<file path="src/rtl/bb3_pkg.sv">
// Shared types and constants for the 3x3 RGB box blur.
// Used by the interfaces, the column cell and the top level; depends on nothing.
package bb3_pkg;

    localparam int CHAN_W     = 8;
    localparam int COL_W      = 10;
    localparam int ROW_W      = 10;
    localparam int WIDTH_W    = 11;
    localparam int WIN_COLS   = 3;
    localparam int COL_SUM_W  = 10;
    localparam int WIN_SUM_W  = 12;
    localparam int RECIP_W    = 13;
    localparam int PROD_W     = WIN_SUM_W + RECIP_W;
    localparam int RECIP_SHIFT = 16;

    localparam logic [WIDTH_W-1:0] WIDTH_RESET = 11'd1024;
    localparam logic [WIDTH_W-1:0] MIN_WIDTH   = 11'd3;

    // floor(s / 9) == (s * 7282) >> 16 for every window sum up to 9 * 255.
    localparam logic [RECIP_W-1:0] RECIP_9 = 13'd7282;

    typedef struct packed {
        logic [CHAN_W-1:0] blue;
        logic [CHAN_W-1:0] green;
        logic [CHAN_W-1:0] red;
    } pixel_t;

    localparam int PIX_W = $bits(pixel_t);

    typedef struct packed {
        pixel_t top;
        pixel_t mid;
        pixel_t bot;
    } column_t;

    typedef struct packed {
        logic [COL_SUM_W-1:0] blue;
        logic [COL_SUM_W-1:0] green;
        logic [COL_SUM_W-1:0] red;
    } col_sum_t;

    typedef struct packed {
        logic [WIN_SUM_W-1:0] blue;
        logic [WIN_SUM_W-1:0] green;
        logic [WIN_SUM_W-1:0] red;
    } win_sum_t;

    typedef struct packed {
        logic [PROD_W-1:0] blue;
        logic [PROD_W-1:0] green;
        logic [PROD_W-1:0] red;
    } prod_t;

endpackage

</file>
<file path="src/rtl/bb3_col_cell.sv">
// One column of the sliding 3x3 window: holds three pixels and their
// per-channel sum, and hands its column on to the next cell. Depends on bb3_pkg.
module bb3_col_cell (
    input  logic              clk,
    input  logic              rst_n,
    input  logic              shift,
    input  bb3_pkg::column_t  col_in,
    output bb3_pkg::column_t  col_out,
    output bb3_pkg::col_sum_t sum_out
);

    bb3_pkg::column_t  col_reg;
    bb3_pkg::col_sum_t sum_reg;
    bb3_pkg::col_sum_t sum_next;

    always_comb
    begin
        sum_next.red   = bb3_pkg::COL_SUM_W'(col_in.top.red)
                       + bb3_pkg::COL_SUM_W'(col_in.mid.red)
                       + bb3_pkg::COL_SUM_W'(col_in.bot.red);
        sum_next.green = bb3_pkg::COL_SUM_W'(col_in.top.green)
                       + bb3_pkg::COL_SUM_W'(col_in.mid.green)
                       + bb3_pkg::COL_SUM_W'(col_in.bot.green);
        sum_next.blue  = bb3_pkg::COL_SUM_W'(col_in.top.blue)
                       + bb3_pkg::COL_SUM_W'(col_in.mid.blue)
                       + bb3_pkg::COL_SUM_W'(col_in.bot.blue);
    end

    always_ff @(posedge clk or negedge rst_n)
    begin
        if (!rst_n)
        begin
            col_reg <= '0;
            sum_reg <= '0;
        end
        else if (shift)
        begin
            col_reg <= col_in;
            sum_reg <= sum_next;
        end
    end

    assign col_out = col_reg;
    assign sum_out = sum_reg;

endmodule

</file>
<file path="config.mk">
export PLATFORM = sky130hd
export DESIGN_NAME = bb3_col_cell
export DESIGN_NICKNAME = d
export VERILOG_FILES = /design/src/rtl/bb3_pkg.sv /design/src/rtl/bb3_col_cell.sv
export SDC_FILE = /design/constraint.sdc
export NUM_CORES = 1
export LEC_CHECK = 0
export CORE_ASPECT_RATIO = 0.75
export CORE_MARGIN = 5
export CORE_UTILIZATION = 35
export CTS_BUF_LIST = sky130_fd_sc_hd__clkbuf_8
export DETAILED_ROUTE_END_ITERATION = 6
export DONT_BUFFER_PORTS = 1
export HOLD_SLACK_MARGIN = 0.02
export SLEW_MARGIN = 20
export SYNTH_ARGS = -nofsm -noshare
export SYNTH_HDL_FRONTEND = slang
export SYNTH_SLANG_ARGS = --single-unit
</file>
<file path="constraint.sdc">
create_clock -name clk -period 1.1 [get_ports clk]
set_input_delay 0.165 -clock clk [delete_from_list [all_inputs] [get_ports clk]]
set_output_delay 0.165 -clock clk [all_outputs]
set_load 0.02 [all_outputs]
</file>
### After elaboration in Yosys (flattened, before gate mapping)

Cells that the tools add are included.

* add/subtract/negate cells: 6

Operators with widths (number)
* adder 9 x 8 -> 10 bit: 3
* adder 8 x 8 -> 9 bit: 3

* input port bits: 75
* bits in registers: 102
* logic and storage cells: 18
* output and inout bits: 102

### Logic depth before layout (Yosys ltp)

Gate-level depths: netlist of the first run.

* word-level depth: 2
* gate-level depth with buffers: 11
* gate-level depth less buffers: 11

### Worst setup path before layout of the first run

OpenSTA, ideal clock, no wires.

* kind: input -> register
* start point: input port col_in[9] in the netlist's numbering
* end point: register sum_reg, in the netlist sum_out[17]
* required time: 0.975 ns
* cell stages on the path: 8
* setup time: 0.125 ns
* path buffers: 0
* arrival: 2.276 ns
* slack: -1.302 ns
* cell sequence: fa_1 ha_1 fa_1 a21o_1 a311o_1 a21oi_2 xnor2_1 mux2_4

* cells in the longest elaborated chain, start to end: 1

RTL lines
* start: declaration: line bb3_col_cell.sv:7 `input bb3_pkg::column_t col_in,`
* adder 9 x 8 -> 10 bit: line bb3_col_cell.sv:23 `+ bb3_pkg::COL_SUM_W'(col_in.bot.green);`
* end signal: assignment: line bb3_col_cell.sv:39 `sum_reg <= sum_next;`
* end: declaration: line bb3_col_cell.sv:13 `bb3_pkg::col_sum_t sum_reg;`

No other way between the ends.
A chain may end at the register's enable or synchronous reset.

### Worst setup path in the final report of the first run

Same ends and word-level chain as after synthesis.

==> results of run 1 <==
-- timing repair --
action / 4_1_cts / 5_1_grt
resized for setup: 59 / 29
pin swaps: 32 / 17
hold endpoints to repair: 195 / 187
setup buffers: 10 / 10
setup endpoints to repair: 40 / 49
-- how the worst max path moves through the flow --
stage	startpoint	end	slack, ps	cells after the start
6_report	col_in[9]	sum_out[17]$_DFFE_PN0P_	-770	8
5_1_grt	col_in[9]	sum_out[17]$_DFFE_PN0P_	-780	8
4_1_cts	col_in[9]	sum_out[17]$_DFFE_PN0P_	-770	8
3_5_place_dp	col_in[9]	sum_out[17]$_DFFE_PN0P_	-1240	8
3_3_place_gp	col_in[9]	sum_out[17]$_DFFE_PN0P_	-1240	8
2_1_floorplan	col_in[9]	sum_out[17]$_DFFE_PN0P_	-1150	8
-- per-stage QoR --
stage	setup slack, ps	utilization, %	power, W	instance area, um2	hold slack, ps
finish	-768	50.6	0.0122	7360	-543
global route	-780	50.6	0.0129	7360	-593
CTS	-765	49.4	0.0120	7180	-570
detailed placement	-1240	40.7	0.00847	5920	-128
global placement	-1240	40.7	0.00841	5920	-128
floorplan	-1150	-	0.00734	5330	-131
-- kinds of logic after synthesis --
kind of cell,after synthesis
flops,102
compound gates,74
mux,85
fa+ha+maj,48
simple gates,34
buf+inv,39
xor+xnor,9
-- Yosys cell counts (2+ instances only) --
cell	count	area, um2
sky130_fd_sc_hd__nor3_1	5	25.0
sky130_fd_sc_hd__o21a_1	2	15.0
sky130_fd_sc_hd__buf_2	7	35.0
sky130_fd_sc_hd__inv_1	26	97.6
sky130_fd_sc_hd__a21o_1	13	97.6
sky130_fd_sc_hd__mux2i_1	2	20.0
sky130_fd_sc_hd__o21ai_0	18	90.1
sky130_fd_sc_hd__a211oi_1	11	82.6
sky130_fd_sc_hd__xnor2_1	8	70.1
sky130_fd_sc_hd__a21oi_1	7	35.0
sky130_fd_sc_hd__clkbuf_1	6	22.5
sky130_fd_sc_hd__o2bb2ai_1	3	26.3
sky130_fd_sc_hd__nor2_1	10	37.5
sky130_fd_sc_hd__mux2_2	82	923
sky130_fd_sc_hd__nor2b_1	3	18.8
sky130_fd_sc_hd__a31oi_1	3	18.8
sky130_fd_sc_hd__nand2_1	9	33.8
sky130_fd_sc_hd__dfrtp_1	102	2550
sky130_fd_sc_hd__o21ai_1	2	10.0
sky130_fd_sc_hd__fa_1	27	541
sky130_fd_sc_hd__o21bai_1	4	30.0
sky130_fd_sc_hd__ha_1	21	263
-- flip-flops by register name, summed over array words and instances (netlist names) --
name / flops
col_out: 72
sum_out: 30
-- per-layer routing --
layer	wire length, um	part of all wire [%]	vias up	global-route usage, %
met5	0	0	-	0
met4	130	0.99	0	3.86
met3	1180	9.0	14	6.57
met2	6660	51	113	25.8
met1	5100	39	1812	17.3
li1	-	-	1664	-
-- power by group through the flow --
stage / clock, W / sequential [W] / combinational [W]
after detailed placement: 0 / 0.00538 / 0.00309
after CTS: 0.00278 / 0.00534 / 0.00386
final: 0.00265 / 0.00535 / 0.00417
after global placement: 0 / 0.00537 / 0.00304
after floorplan: 0 / 0.00549 / 0.00185
after global routing: 0.00292 / 0.00543 / 0.00452
-- cell type report --
cell class / count / share of cell area [%]
clock buffers: 9 / 1.68
clock inverters: 7 / 1.33
inverters: 26 / 1.43
multi-input cells: 250 / 39.0
flip-flops and latches: 102 / 34.8
well taps: 200 / 3.40
repair buffers: 144 / 18.3
==> run summary, run 1 <==
### Pwr
* net switching share of the total power: 33.2%
* Flop pwr share: 44.0%
* power density normalized to cell area: 1650 nW/um2
* combinational share of power: 34.3%
* maximum vdd ir drop: 0.000758 V
* Clk network pwr share: 21.8%
* Power Internal: 0.00813 W
* leakage: 3.15 nW
* Switching Power: 0.00404 W

### GRT
* grt total ovfl: 0
* antenna violations before repair: 0
* vias in the first global route: 3973
* Overall Global Routing Usage: 15.0%
* first-pass GRT wire length: 20300 um
* pin count of the biggest net entering global routing: 103

### Placed design
* number of placed instances with taps included: 632
* post-DP HPWL: 8750 um
* count of input and output buffers: 0
* final weighted congestion in routability-driven placement: 0.766

### Worst setup path
* reg2reg setup slack: 80 ps
* slowest cell delay on critical path: 490 ps
* startpoint kind of the worst setup timing path: input pin
* Worst R2R Path Depth: 3
* startpoint of the worst-slack reg-to-reg timing path: sum_out[2]$_DFFE_PN0P_
* gate family responsible for the most delay along the worst path: adder cells
* Setup crit end kind: flop
* path type of the worst setup path: input pin to flop
* critical path data arrival time: 2150 ps
* library cell contributing the largest single delay on the critical path: sky130_fd_sc_hd__fa_1
* CP Data Required Time: 1380 ps
* biggest fanout along the worst timing path: 2
* combined buffer and inverter count along the critical path: 0
* FF-to-FF End: sum_out[2]$_DFFE_PN0P_
* cells along the critical path: fa_1, ha_2, fa_2, a21o_1, a311o_1, a21oi_2, xnor2_1, mux2_4

### Yosys
* XOR/XNOR Fraction of Synth Area: 1.51%
* combinational family with the most area after synthesis: multiplexers
* share of cell area taken by muxes after synthesis: 18.4%
* Synth Register Bits: 102
* synthesized area per cell: 13.3 um2
* yosys warns: 0
* number of cells produced by synthesis: 391
* Synth Area in Simple Gates: 3.17%
* post-synthesis adder-cell area fraction: 15.4%
* number of nets in the synthesized netlist: 514
* sequential-to-total area share from yosys stat: 48.9%
* share of the synthesized area in compound gates (AO/OA/AOI/OAI): 9.62%
* Top FF cell, synth: sky130_fd_sc_hd__dfrtp_1
* EDFF count, synth: 0
* count of different cell masters after synthesis: 42
* synthesized cell area: 5220 um2
* share of async-settable or async-resettable flops after synthesis: 100%

### STA
* timing-limited maximum frequency: 535 MHz
* Final Max Tran Viols: 0
* worst max-slew margin expressed relative to the limit: 75.9%
* transition at the pin with the smallest max-transition slack: 361 ps
* Post-Route Skew: 0 ps
* setup violators final: 27
* Period Utilization, post-route: 170%
* Hold Violations, Final: 123
* RSZ-0062 raised after global routing: true
* worst hold slack: -543 ps
* final critical-path required period: 1870 ps
* crit path setup slack, layout: -768 ps
* aggregate negative setup slack: -10670 ps

### Hold path
* worst hold-check path type: input pin to asynchronous set/reset pin

### Drt
* Routed WL: 13100 um
* average via count per standard cell: 4.88
* via total after detailed routing: 3603
* number of nets with antenna violations after detailed routing: 0
* Pre-antenna DRT Iters: 4
* first-iteration detailed-routing DRC count: 94
* residual DRC count: 0
* routed length per placed instance: 17.7 um

### CTS
* number of clock buffers inserted by TritonCTS: 9
* maximum number of buffers from clock root to sink: 2
* CTS Hold Bufs: 72
* root cell of the clock tree: sky130_fd_sc_hd__clkbuf_8
* clock latency at the later pin of the worst-skew pair: 380 ps
* H-tree depth: 3
* TritonCTS clock tree: built
* clock transition time at the flip-flop clock pins of the worst setup and hold paths: 100 ps
* number of clock sinks: 102

### Outcome
* run status: complete, but fails checks
* failing checks: negative hold slack, negative setup slack

### Layout
* most used cells in the layout excluding fill and tap cells: sky130_fd_sc_hd__dfrtp_1 (94), sky130_fd_sc_hd__mux2_2 (73), sky130_fd_sc_hd__dlygate4sd3_1 (72), sky130_fd_sc_hd__buf_4 (48), sky130_fd_sc_hd__buf_6 (24)
* antenna cell count: 0
* Seq. cell area: 2560 um2
* Final Non-Filler Cells: 738
* share of cells above drive strength 1: 43.9%
* leading cell type in the layout, fill and taps excluded: sky130_fd_sc_hd__dfrtp_1
* area of the multi-input gates: 2870 um2
* relative area change from synthesis to final layout: 41.2%
* total number of nets in the final design: 656
* fill cell instance count of the final layout: 1243

### Floorplanning
* die height: 116 um
* Chip Width: 151 um
* starting density of the core: 35.8%
* Std-Cell Rows: 38
* placeable core region: 14500 um2
* area of the die: 17500 um2
* number of top-level pins: 177

### Flow run
* Max Cap Viol: 0

No activity file was read; power rests on OpenSTA's default activity.
==> run 2, diff against run 1 <==
--- a/config.mk
+++ b/config.mk
@@ -12,6 +12,7 @@
 export DETAILED_ROUTE_END_ITERATION = 6
 export DONT_BUFFER_PORTS = 1
 export HOLD_SLACK_MARGIN = 0.02
+export SKIP_LAST_GASP = 1
 export SLEW_MARGIN = 20
 export SYNTH_ARGS = -nofsm -noshare
 export SYNTH_HDL_FRONTEND = slang
==> run 2 against run 1 <==
The run still ends with negative hold slack, negative setup slack left. Power fell by 0.19%. Worst setup slack got worse by 1.2 ps. Global-route usage hardly changed. Combinational power hardly changed. Sequential power about the same. Sequential share of layout area grew 0.14 points. Worst hold slack better by 0.90 ps. Die area stayed put. Utilization down 0.17 points.
==> run summary, run 2 (synthesis results as in run 1) <==
### Outcome
* run status: complete, but fails checks
* failing checks: negative hold slack, negative setup slack

### CTS
* maximum number of buffers from clock root to sink: 2
* H-tree depth: 3
* number of clock buffers inserted by TritonCTS: 9
* TritonCTS clock tree: built
* CTS Hold Bufs: 72
* clock latency at the later pin of the worst-skew pair: 380 ps
* root cell of the clock tree: sky130_fd_sc_hd__clkbuf_8
* number of clock sinks: 102
* clock transition time at the flip-flop clock pins of the worst setup and hold paths: 100 ps

### Layout
* total number of nets in the final design: 656
* share of cells above drive strength 1: 43.5%
* final core utilization: 50.4%
* most used cells in the layout excluding fill and tap cells: sky130_fd_sc_hd__dfrtp_1 (93), sky130_fd_sc_hd__mux2_2 (73), sky130_fd_sc_hd__dlygate4sd3_1 (72), sky130_fd_sc_hd__buf_4 (51), sky130_fd_sc_hd__inv_1 (24)
* Final Non-Filler Cells: 738
* antenna cell count: 0
* fill cell instance count of the final layout: 1243
* flip-flop count of the largest register, all copies and words added: 72
* relative area change from synthesis to final layout: 40.7%
* leading cell type in the layout, fill and taps excluded: sky130_fd_sc_hd__dfrtp_1

### Floorplanning
* Std-Cell Rows: 38
* placeable core region: 14500 um2
* die height: 116 um
* number of top-level pins: 177
* starting density of the core: 35.8%
* Chip Width: 151 um
* area of the die: 17500 um2

### Placed design
* count of input and output buffers: 0
* post-DP HPWL: 8750 um
* final weighted congestion in routability-driven placement: 0.766
* number of placed instances with taps included: 632

### Pwr
* Flop pwr share: 44.1%
* power density normalized to cell area: 1660 nW/um2
* maximum vdd ir drop: 0.000758 V
* Power Internal: 0.00812 W
* Switching Power: 0.00403 W
* net switching share of the total power: 33.2%
* Clk network pwr share: 21.8%
* combinational share of power: 34.2%
* leakage: 3.15 nW
* Total Power: 0.0121 W

### STA
* RSZ-0062 raised after global routing: true
* final critical-path required period: 1870 ps
* Final Max Tran Viols: 0
* worst hold slack: -542 ps
* aggregate negative setup slack: -10880 ps
* Post-Route Skew: 0 ps
* Hold Violations, Final: 123
* worst max-slew margin expressed relative to the limit: 77.9%
* setup violators final: 26
* Period Utilization, post-route: 170%
* transition at the pin with the smallest max-transition slack: 330 ps
* crit path setup slack, layout: -769 ps
* timing-limited maximum frequency: 535 MHz

### Worst setup path
* startpoint kind of the worst setup timing path: input pin
* biggest fanout along the worst timing path: 2
* path type of the worst setup path: input pin to flop
* CP Data Required Time: 1380 ps
* critical path data arrival time: 2150 ps
* reg2reg setup slack: 80 ps
* Setup crit end kind: flop

### GRT
* pin count of the biggest net entering global routing: 103
* Overall Global Routing Usage: 15.1%
* grt total ovfl: 0
* first-pass GRT wire length: 20400 um
* vias in the first global route: 3964
* antenna violations before repair: 0

### Drt
* average via count per standard cell: 4.89
* first-iteration detailed-routing DRC count: 93
* residual DRC count: 0
* Routed WL: 13100 um
* Pre-antenna DRT Iters: 4
* via total after detailed routing: 3608
* number of nets with antenna violations after detailed routing: 0
* routed length per placed instance: 17.7 um

### Hold path
* worst hold-check path type: input pin to asynchronous set/reset pin

### Flow run
* Max Cap Viol: 0

[run 2: cell count changes in the layout (fill, tap and decap cells not counted)]
cell / change
sky130_fd_sc_hd__buf_4: +3
sky130_fd_sc_hd__buf_6: -3
sky130_fd_sc_hd__inv_1: +2
sky130_fd_sc_hd__a41oi_1: +1
sky130_fd_sc_hd__a41oi_2: -1
sky130_fd_sc_hd__dfrtp_1: -1
sky130_fd_sc_hd__dfrtp_2: +1
sky130_fd_sc_hd__inv_2: -1
sky130_fd_sc_hd__inv_8: -1
[run 2: repair_timing]
action | CTS | global route
endpoints found under the setup margin | 40 | 50
setup buffers | 10 | 11
gates resized for setup | 50 | 30
pin swaps | 32 | 22
endpoints found under the hold margin | 195 | 187
cloned | 0 | 0
[run 2: cell type report]
cell class              instances  area [um2]  area share [%]
clock buffers                   9         124            1.69
clock inverters                 7        97.6            1.33
inverters                      26        97.6            1.33
multi-input cells             250        2870            39.1
flip-flops and latches        102        2560            34.9
well taps                     200         250            3.41
repair buffers                144        1340            18.3
[run 2: worst paths after layout]
path                                          from                 endpoint  cells past startpoint
min reg2reg                sum_out[23]$_DFFE_PN0P_  sum_out[23]$_DFFE_PN0P_                      1
max                                      col_in[9]  sum_out[17]$_DFFE_PN0P_                      8
max in group asynchronous                    rst_n  sum_out[29]$_DFFE_PN0P_                      0
max reg2reg                 sum_out[2]$_DFFE_PN0P_   sum_out[2]$_DFFE_PN0P_                      3
min in group clk                             shift  sum_out[28]$_DFFE_PN0P_                      1
min                                          rst_n  sum_out[19]$_DFFE_PN0P_                      0
[run 2: per-stage QoR]
step | instance area (um2) | setup slack (ps)
floorplan | 5330 | -1150
global placement | 5920 | -1240
detailed placement | 5920 | -1240
CTS | 7160 | -765
global route | 7340 | -780
finish | 7340 | -769
[run 2: metal layers]
metal | GRT usage (%) | wire length [um] | vias to the layer above
met4 | 3.86 | 102 | 0
met1 | 17.2 | 5040 | 1815
met3 | 6.57 | 1180 | 11
li1 | - | - | 1669
met5 | 0 | 0 | -
met2 | 26.1 | 6740 | 113
[run 2: power groups by stage]
stage                     combinational, W  sequential, W  clock (W)
after floorplan                    0.00185        0.00549          0
after global placement             0.00304        0.00537          0
after detailed placement           0.00309        0.00538          0
after CTS                          0.00384        0.00534    0.00278
after global routing               0.00450        0.00543    0.00292
final                              0.00415        0.00535    0.00265
[run 2: worst max-delay path: stages]
cell and delay, ps:
sky130_fd_sc_hd__fa_1 490, sky130_fd_sc_hd__ha_2 200, sky130_fd_sc_hd__fa_2 350, sky130_fd_sc_hd__a21o_1 180, sky130_fd_sc_hd__a311o_1 280, sky130_fd_sc_hd__a21oi_2 160
sky130_fd_sc_hd__xnor2_1 80, sky130_fd_sc_hd__mux2_4 250
